`src/rtl/lbs_pkg.sv`:
```
// Package for the LED blink sequencer: item types, operation codes and
// default widths. Used by every module of the block; depends on nothing.
package lbs_pkg;

   localparam int TimeWidthDefault  = 32;
   localparam int CountWidthDefault = 8;

   localparam logic OP_TICK    = 1'b0;
   localparam logic OP_REQUEST = 1'b1;

   typedef struct packed {
      logic        operation;
      logic [7:0]  priority_req;
      logic [31:0] delay_before;
      logic [31:0] delay_after;
      logic [31:0] on_time;
      logic [31:0] off_time;
      logic [7:0]  cycles;
   } req_type;

   typedef struct packed {
      logic led_on;
      logic busy_res;
      logic accepted;
   } rsp_type;

endpackage

```
`src/rtl/lbs_core.sv`:
```
// Sequencer state and next-state logic of the LED blink sequencer.
// Depends on lbs_pkg for the item types and operation codes.
module lbs_core #(
   parameter int TIME_WIDTH  = lbs_pkg::TimeWidthDefault,
   parameter int COUNT_WIDTH = lbs_pkg::CountWidthDefault
) (
   input  logic             clock,
   input  logic             reset,
   input  logic             item_take,
   input  lbs_pkg::req_type item,
   output lbs_pkg::rsp_type result
);

   localparam logic [2:0] PH_IDLE        = 3'd0;
   localparam logic [2:0] PH_WAIT_BEFORE = 3'd1;
   localparam logic [2:0] PH_SWITCH_ON   = 3'd2;
   localparam logic [2:0] PH_WAIT_ON     = 3'd3;
   localparam logic [2:0] PH_SWITCH_OFF  = 3'd4;
   localparam logic [2:0] PH_WAIT_OFF    = 3'd5;
   localparam logic [2:0] PH_WAIT_AFTER  = 3'd6;

   logic [2:0]             phase_ff, phase_in;
   logic                   active_ff, active_in;
   logic                   led_ff, led_in;
   logic [7:0]             prio_ff, prio_in;
   logic [TIME_WIDTH-1:0]  before_ff, before_in;
   logic [TIME_WIDTH-1:0]  after_ff, after_in;
   logic [TIME_WIDTH-1:0]  on_ff, on_in;
   logic [TIME_WIDTH-1:0]  off_ff, off_in;
   logic [COUNT_WIDTH-1:0] left_ff, left_in;
   logic [TIME_WIDTH-1:0]  elapsed_ff, elapsed_in;

   logic [TIME_WIDTH-1:0]  elapsed_sat;
   logic [TIME_WIDTH-1:0]  wait_dur;
   logic                   wait_done;
   logic [COUNT_WIDTH-1:0] left_dec;
   logic                   req_win;

   assign elapsed_sat = (elapsed_ff != '1) ? elapsed_ff + 1'b1 : elapsed_ff;
   assign left_dec    = left_ff - 1'b1;
   assign req_win     = !active_ff || (item.priority_req > prio_ff);

   // One duration compare serves every wait phase.
   always_comb begin
      case (phase_ff)
         PH_WAIT_BEFORE: wait_dur = before_ff;
         PH_WAIT_ON:     wait_dur = on_ff;
         PH_WAIT_OFF:    wait_dur = off_ff;
         default:        wait_dur = after_ff;
      endcase
   end

   assign wait_done = (elapsed_sat >= wait_dur);

   always_comb begin
      phase_in   = phase_ff;
      active_in  = active_ff;
      led_in     = led_ff;
      prio_in    = prio_ff;
      before_in  = before_ff;
      after_in   = after_ff;
      on_in      = on_ff;
      off_in     = off_ff;
      left_in    = left_ff;
      elapsed_in = elapsed_ff;
      result.accepted = 1'b0;

      if (item.operation == lbs_pkg::OP_REQUEST) begin
         // A winning request replaces the pattern but keeps the phase.
         if (req_win) begin
            result.accepted = 1'b1;
            active_in = 1'b1;
            prio_in   = item.priority_req;
            before_in = TIME_WIDTH'(item.delay_before);
            after_in  = TIME_WIDTH'(item.delay_after);
            on_in     = TIME_WIDTH'(item.on_time);
            off_in    = TIME_WIDTH'(item.off_time);
            left_in   = COUNT_WIDTH'(item.cycles);
         end
      end else begin
         elapsed_in = elapsed_sat;
         unique case (phase_ff)
            PH_IDLE: begin
               if (active_ff) begin
                  led_in     = 1'b0;
                  elapsed_in = '0;
                  phase_in   = PH_WAIT_BEFORE;
               end
            end
            PH_WAIT_BEFORE: begin
               if (wait_done) phase_in = PH_SWITCH_ON;
            end
            PH_SWITCH_ON: begin
               led_in     = 1'b1;
               elapsed_in = '0;
               phase_in   = PH_WAIT_ON;
            end
            PH_WAIT_ON: begin
               if (wait_done) phase_in = PH_SWITCH_OFF;
            end
            PH_SWITCH_OFF: begin
               led_in     = 1'b0;
               elapsed_in = '0;
               phase_in   = PH_WAIT_OFF;
            end
            PH_WAIT_OFF: begin
               // The count wraps, so a count of zero runs the full range.
               if (wait_done) begin
                  left_in = left_dec;
                  if (left_dec != '0) begin
                     phase_in = PH_SWITCH_ON;
                  end else begin
                     elapsed_in = '0;
                     phase_in   = PH_WAIT_AFTER;
                  end
               end
            end
            PH_WAIT_AFTER: begin
               if (wait_done) begin
                  active_in = 1'b0;
                  phase_in  = PH_IDLE;
               end
            end
            default: phase_in = PH_IDLE;
         endcase
      end

      result.led_on   = led_in;
      result.busy_res = active_in;
   end

   always_ff @(posedge clock) begin
      if (reset) begin
         phase_ff   <= PH_IDLE;
         active_ff  <= 1'b0;
         led_ff     <= 1'b0;
         prio_ff    <= '0;
         before_ff  <= '0;
         after_ff   <= '0;
         on_ff      <= '0;
         off_ff     <= '0;
         left_ff    <= '0;
         elapsed_ff <= '0;
      end else if (item_take) begin
         phase_ff   <= phase_in;
         active_ff  <= active_in;
         led_ff     <= led_in;
         prio_ff    <= prio_in;
         before_ff  <= before_in;
         after_ff   <= after_in;
         on_ff      <= on_in;
         off_ff     <= off_in;
         left_ff    <= left_in;
         elapsed_ff <= elapsed_in;
      end
   end

endmodule

```
`src/rtl/lbs_rsp_reg.sv`:
```
// Result register of the LED blink sequencer; holds a result until it is
// taken, and the input side waits meanwhile. Depends on lbs_pkg for the result type.
module lbs_rsp_reg (
   input  logic             clock,
   input  logic             reset,
   input  logic             load,
   input  lbs_pkg::rsp_type load_data,
   output logic             load_ready,
   output logic             rsp_valid,
   input  logic             rsp_ready,
   output lbs_pkg::rsp_type rsp
);

   logic             valid_ff, valid_in;
   lbs_pkg::rsp_type data_ff;

   // A new result may enter in the same cycle the held one leaves.
   assign load_ready = !valid_ff || rsp_ready;
   assign valid_in   = load || (valid_ff && !rsp_ready);

   always_ff @(posedge clock) begin
      if (reset) begin
         valid_ff <= 1'b0;
      end else begin
         valid_ff <= valid_in;
      end
   end

   always_ff @(posedge clock) begin
      if (load) begin
         data_ff <= load_data;
      end
   end

   assign rsp_valid = valid_ff;
   assign rsp       = data_ff;

endmodule

```
`src/rtl/led_blink_sequencer_top.sv`:
```
// Channel  | Ports                        | Moves
// ---------+------------------------------+-------------------------------
// input    | req_valid, req_ready, req    | one tick or one blink request
// result   | rsp_valid, rsp_ready, rsp    | LED level, busy, accepted flag
//
// An item can be accepted every cycle unless req_ready is low, and its
// result appears in the result register on the next cycle.
// The sequencer state updates on the same edge that accepts the item.
// Reset is synchronous and returns the sequencer to idle with the LED off.
// req_ready drops only while a result is held and rsp_ready is low.
// Depends on lbs_pkg, lbs_core and lbs_rsp_reg.
module led_blink_sequencer_top #(
   parameter int TIME_WIDTH  = lbs_pkg::TimeWidthDefault,
   parameter int COUNT_WIDTH = lbs_pkg::CountWidthDefault
) (
   input  logic             clock,
   input  logic             reset,
   input  logic             req_valid,
   output logic             req_ready,
   input  lbs_pkg::req_type req,
   output logic             rsp_valid,
   input  logic             rsp_ready,
   output lbs_pkg::rsp_type rsp
);

   logic             item_take;
   lbs_pkg::rsp_type core_result;

   assign item_take = req_valid && req_ready;

   lbs_core #(
      .TIME_WIDTH  (TIME_WIDTH),
      .COUNT_WIDTH (COUNT_WIDTH)
   ) u_core (
      .clock     (clock),
      .reset     (reset),
      .item_take (item_take),
      .item      (req),
      .result    (core_result)
   );

   lbs_rsp_reg u_rsp_reg (
      .clock      (clock),
      .reset      (reset),
      .load       (item_take),
      .load_data  (core_result),
      .load_ready (req_ready),
      .rsp_valid  (rsp_valid),
      .rsp_ready  (rsp_ready),
      .rsp        (rsp)
   );

   a_reset_empties: assert property (@(posedge clock)
      reset |=> !rsp_valid)
      else $error("result register not empty after reset");

   a_tick_not_accepted: assert property (@(posedge clock) disable iff (reset)
      (item_take && req.operation == lbs_pkg::OP_TICK) |=>
         (rsp_valid && !rsp.accepted))
      else $error("tick item reported as accepted");

   a_accept_busy: assert property (@(posedge clock) disable iff (reset)
      (rsp_valid && rsp.accepted) |-> rsp.busy_res)
      else $error("accepted request without busy");

   a_lit_busy: assert property (@(posedge clock) disable iff (reset)
      (rsp_valid && rsp.led_on) |-> rsp.busy_res)
      else $error("LED lit while no pattern is active");

endmodule
```
`config.mk`:
```
export PLATFORM = sky130hd
export DESIGN_NAME = led_blink_sequencer_top
export DESIGN_NICKNAME = d
export VERILOG_FILES = /design/src/rtl/lbs_pkg.sv /design/src/rtl/lbs_core.sv /design/src/rtl/lbs_rsp_reg.sv /design/src/rtl/led_blink_sequencer_top.sv
export SDC_FILE = /design/constraint.sdc
export NUM_CORES = 1
export LEC_CHECK = 0
export BUFFER_PORTS_ARGS = -buffer_cell sky130_fd_sc_hd__buf_2
export CORE_UTILIZATION = 43
export CTS_CLUSTER_SIZE = 20
export DETAILED_ROUTE_END_ITERATION = 8
export SLEW_MARGIN = 30
export SYNTH_ARGS = -nofsm -noshare
export SYNTH_HDL_FRONTEND = slang
export SYNTH_HIERARCHICAL = 1
export SYNTH_SLANG_ARGS = --single-unit
export TNS_END_PERCENT = 20
```
`constraint.sdc`:
```
create_clock -name clock -period 6.3 [get_ports clock]
set_input_delay 0.315 -clock clock [delete_from_list [all_inputs] [get_ports clock]]
set_output_delay 0.315 -clock clock [all_outputs]
set_load 0.1 [all_outputs]
```
Word level (Yosys, flattened, before mapping) --
Cells that the tools add are included.
Word-level totals: register bits 185, latch bits 0, memory bits (writable) 0, memory bits (read-only) 0, bits of input ports 149, output and inout port bits 5, logic and storage cells 74, memories 0
Operators by class: $add $sub $neg 2, $mul 0, divide/modulo/power cells 0, order comparisons 2, equality and inequality tests 13, shift operators 0, multiplexer cells 25, bitwise logic cells 1, reductions and logical operators 17
Operator list (number):
- $pmux 32 s3 | 2
- $mux 32 | 4
- $add 32x1->32 const B | 1
- $ge 32x32->1 | 1
- $mux 8 | 4
- $ne 32x32->1 const B | 1
- $pmux 3 s7 | 1
- $mux 3 | 6
- $ne 2x1->1 const B | 6
- $eq 3x3->1 const B | 3
- $gt 8x8->1 | 1
- $reduce_bool 8->1 | 1
- $sub 8x1->8 const B | 1
- $mux 1 | 7
- $reduce_and 7->1 | 1
- $eq 3x2->1 const B | 2
- $reduce_and 4->1 | 1
- $reduce_bool 2->1 | 2
- $eq 3x1->1 const B | 1
- $logic_not 1->1 | 3
- $logic_not 3->1 | 1
- $logic_or 1x1->1 | 3
- $pmux 1 s3 | 1
- $reduce_and 3->1 | 1
- other kinds (4) | 5

Longest topological paths before layout --
word-level depth 6, depth in mapped cells 18, mapped depth without buffers 15

By module --
The synthesis kept the hierarchy.
By module, submodules not included:
- lbs_core | instances 1, cells an instance 1292, area each 9764.4 um^2, seq. area each 3623.5 um^2
- lbs_rsp_reg | instances 1, cells an instance 7, area each 136.4 um^2, seq. area each 110.1 um^2
- led_blink_sequencer_top | instances 1, cells an instance 1, area each 6.3 um^2, seq. area each 0.0 um^2

Least setup slack after synthesis --
No wires, ideal clock.
path type reg2reg, start point register u_core.elapsed_ff[0], end point register u_rsp_reg.data_ff, in the netlist u_rsp_reg/rsp[1], data pin, library setup time 0.251 ns, data arrival time 3.636 ns, required time 6.049 ns, setup slack 2.413 ns, stages on the path, launching flop included 16, buffers on the path 2, clock period less this slack 3.887 ns, cell sequence dfxtp_1 > ha_1 > and2_1 > and4_4 > a31o_2 > or4_1 > and2_1 > or2_1 > ha_1 > nand4_1 > o41ai_2 > a21oi_1 > buf_2 > nor3_1 > o21ai_0 > buf_4
On the way: longest elaborated chain between the ends 6, elaborated cells on any way between the ends 7, those cells by class add/sub (1); order compare (1); eq/ne (1); mux (4)
RTL lines:
- start, declared | RTL line lbs_core.sv:31 | logic [TIME_WIDTH-1:0] elapsed_ff, elapsed_in;
- start signal, assigned | RTL line lbs_core.sv:154 | elapsed_ff <= elapsed_in;
- $add 32x1->32 / $ne 32x32->1 (equally long branches) | RTL line lbs_core.sv:39 | assign elapsed_sat = (elapsed_ff != '1) ? elapsed_ff + 1'b1 : elapsed_ff;
- $mux 32 * | RTL line lbs_core.sv:39
- $ge 32x32->1 * | RTL line lbs_core.sv:53 | assign wait_done = (elapsed_sat >= wait_dur);
- $mux 1 * | RTL line lbs_core.sv:119 | if (wait_done) begin
- $mux 1 * | RTL line lbs_core.sv:82 | unique case (phase_ff)
- $mux 1 * | RTL line lbs_core.sv:68 | if (item.operation == lbs_pkg::OP_REQUEST) begin
- named net u_core.active_in | RTL line lbs_core.sv:23 | logic active_ff, active_in;
- end signal, assigned | RTL line lbs_rsp_reg.sv:31 | data_ff <= load_data;
- end, declared | RTL line lbs_rsp_reg.sv:15 | lbs_pkg::rsp_type data_ff;
The timed path passes the listed nets; every way through them passes the cells marked *. A chain may end at the register's enable or synchronous reset.

Worst setup path after layout --
start point register u_core.elapsed_ff[0], end point register u_core.phase_ff[1]
On the way: longest elaborated chain between the ends 5, elaborated cells on any way between the ends 9, those cells by class add/sub (1); order compare (1); eq/ne (5); mux (1); reduce/logical (1)
RTL lines:
- $add 32x1->32 / $ne 32x32->1 (equally long branches) | RTL line lbs_core.sv:39
- $mux 32 * | RTL line lbs_core.sv:39
- $ge 32x32->1 * | RTL line lbs_core.sv:53
- $ne 2x1->1 (no line)
- $reduce_and 7->1 (no line) *
- end signal, assigned | RTL line lbs_core.sv:145 | phase_ff <= phase_in;
- end, declared | RTL line lbs_core.sv:22 | logic [2:0] phase_ff, phase_in;
Mark *: on every way between the ends. The rest lies on a longest branch, timed or not.

==> flow_metrics.py <==
metrics = {
    "status": {
        "outcome": "finished clean",
    },
    "pwr": {
        "p_leak_nw": 4.37,
        "pwr_density_cell_nw_per_um2": 238,
        "max-vdd-ir-drop_mv": 0.161,
    },
    "detailed_routing": {
        "vias_per_cell": 5.44,
        "vias": 9197,
        "routedWlPerCell_um": 16.7,
        "wirelength_um": 28200,
        "drc": 0,
        "postRouteAntennaNets": 0,
        "drt_iter0_drc": 694,
        "drt-pass1-iter-count": 5,
    },
    "synthesis": {
        "synth_top_area_share_pct": 36.8,
        "synth_most_common_cell": "nand2_1",
        "synthTopCellsByCount": "346 x nand2_1, 182 x dfxtp_1, 173 x a21oi_1",
        "syn_area_um2": 9910,
        "async_reset_ff_share_pct": 0,
        "netlist-cell-type-count": 76,
        "synth_nets": 1492,
        "ys_seq_elements": 185,
        "synth_flop_cell": "dfxtp_1",
        "yosys.area.top_type": "dfxtp_1",
        "avgSynthCellArea_um2": 7.62,
        "synthTopCellsByArea": "dfxtp_1 37%, nand2_1 13%, a21oi_1 8.7%, ha_1 5.4%, nor2_1 3.6%",
        "synthCells": 1300,
        "synth_edf_count": 3,
        "synth-seq-area-share_pct": 37.7,
        "yosysWarnings": 6,
    },
    "setup_path": {
        "path_class": "reg2reg",
        "worstPathMaxFanout": 12,
        "cp.arrival_ps": 4770,
        "cp.required_ps": 6650,
        "crit_path_max_incr_delay_ps": 770,
        "slowest_stage": "o41ai_2",
        "worstPathCellList": "ha_1 > and2_1 > and4_4 > a31o_2 > or4_1 > and2_1 > or2_1 > ha_1 > nand4_1 > o41ai_2 > a21oi_2 > or4_1 > o211ai_1",
        "crit_path_start_kind": "flop",
        "end_kind": "flop",
    },
    "cts": {
        "insertion_delay_ps": 440,
        "cts_made_buffers": 17,
        "clockBufferDepth": 2,
        "cts.clk_slew.worst_paths_ps": 80,
        "cts_tree": "done",
        "root_buffer": "clkbuf_16",
        "ctsResizeCount": 0,
        "htree_levels": 4,
        "cts.sinks": 185,
        "post_cts_buffers": 0,
        "cts_hold_buf": 0,
    },
    "final_layout": {
        "fin_area_um2": 11300,
        "layout-drive-gt1-share_pct": 16.4,
        "syn2layout_area_growth_pct": 14.3,
        "finalNetCount": 1585,
        "antenna_cells_inserted": 0,
        "fin_util_pct": 50.0,
    },
    "sta": {
        "fin_worst_skew_ps": 14.8,
        "min_period_ps": 4420,
        "tightest_slew_ps": 971,
        "worst_hold_slack_ps": 105,
        "max_freq_mhz": 226,
        "maxSlewViolCount": 0,
        "rsz0062_at_grt": "no",
        "max_slew_margin_pct": 35.3,
        "tns_ps": 0,
        "hold_viol_final": 0,
        "finalSetupViolations": 0,
        "finalWorstSetupSlack_ps": 1880,
        "min_period_over_period_pct": 70.1,
    },
    "grt": {
        "track_usage_pct": 24.0,
        "grt_pass1_vias": 8418,
        "antenna_found_initial": 0,
        "grt-ovfl-total": 0,
        "grt_max_degree": 111,
        "grt_pass1_wl_um": 44700,
    },
    "die": {
        "die_w_um": 154,
        "core_um2": 22600,
        "die_h_um": 154,
        "io_pins": 154,
        "initial_utilization_pct": 43.8,
        "rows": 55,
        "dieArea_um2": 23600,
    },
    "flow_run": {
        "drv_cap": 0,
    },
    "placed_design": {
        "port_buffers": 153,
        "dpl_cell_area_um2": 10800,
        "place_ws_ps": 1690,
        "place.gp.congestion": 0.832,
        "dp.final_hpwl_um": 19800,
    },
    "worst_hold_path": {
        "hp-class": "in2reg",
    },
}
==> layout by cell type, fill, tap and decap left out, types with 3 or more instances in the layout <==
cell type / instances
or4_1: 3
and3_1: 3
xor2_1: 11
dfxtp_1: 180
ha_1: 43
a211o_1: 3
nand2_1: 345
a211oi_1: 6
nor4_1: 6
clkinv_4: 5
a21oi_1: 171
mux2i_1: 35
nand3_1: 21
inv_1: 30
nor3_1: 11
buf_2: 152
a221o_1: 31
a311oi_1: 3
a22o_1: 11
a31oi_1: 21
a31o_2: 3
nand4_1: 13
a21o_1: 3
nand2b_1: 12
o21ai_0: 56
a221oi_1: 4
and2_1: 6
nor2_1: 94
inv_8: 3
buf_4: 11
inv_6: 4
clkbuf_16: 17
nor2b_1: 3
nor3_2: 3
o22ai_1: 3
edfxtp_1: 3
xnor2_1: 17
==> worst max-delay path: cells and delay by family, from the launching register on <==
kind | cells | cell delay [ps]
adder cells (fa/ha/maj) | 2 | 530
flip-flops | 1 | 360
AND/OR/NAND/NOR | 7 | 1980
AO/OA/AOI/OAI | 4 | 1460
==> worst paths after layout <==
check                             from                  to  slack (ps)  cells after the start
setup / recovery  u_core/elapsed_ff[0]  u_core/phase_ff[1]        1880                     13
hold / removal                 req[50]    u_core/on_ff[10]         100                      3
hold reg to reg       u_core/on_ff[18]    u_core/on_ff[18]         460                      2
setup reg to reg  u_core/elapsed_ff[0]  u_core/phase_ff[1]        1880                     13
==> power breakdown <==
part	switching (W)	internal, W	total, W	leakage (nW)
sequential	0.0000329	0.00123	0.00126	1.51
combinational	0.000253	0.000149	0.000401	2.58
clock	0.000511	0.000525	0.00104	0.276
total	0.000797	0.00190	0.00270	4.37
==> metal layers <==
layer  wire length (um)  GRT usage (%)
met1              14700           36.0
met2              12200           36.1
met3               1140           3.89
met4                159           4.29
met5                  0              0
==> registers in the layout, indices dropped and copies added (netlist names) <==
signal               flops
u_core/elapsed_ff       32
u_core/led_ff            1
u_core/after_ff         32
u_rsp_reg/rsp_valid      1
u_core/on_ff            32
u_core/active_ff         1
u_core/before_ff        32
u_rsp_reg/rsp            3
u_core/prio_ff           8
u_core/left_ff           8
u_core/off_ff           32
u_core/phase_ff          3
==> cells by family (layout without fill, tap and decap cells) <==
family / after synthesis / count (layout) / synth area share, %
AND/OR/NAND/NOR: 544 / 544 / 23.8
XOR/XNOR: 28 / 28 / 2.48
adder cells (fa/ha/maj): 43 / 43 / 5.43
buffers and inverters: 122 / 228 / 5.38
multiplexers: 37 / 37 / 3.76
flip-flops: 185 / 185 / 37.7
AO/OA/AOI/OAI: 341 / 341 / 21.5
==> layout make-up <==
class	count	area, um^2
inverter	30	113
multi-input combinational	993	5670
tap	285	357
timing repair buffer	166	886
sequential	185	3740
clock buffer	19	433
fill	2258	11300
clock inverter	13	129
==> stage by stage <==
step	std cells	total power (W)
after floorplan	1300	0.00155
after global placement	1658	0.00168
after detailed placement	1658	0.00168
after CTS	1690	0.00272
after global routing	1691	0.00282
final	1691	0.00270
No activity file was read; power rests on OpenSTA's default activity.
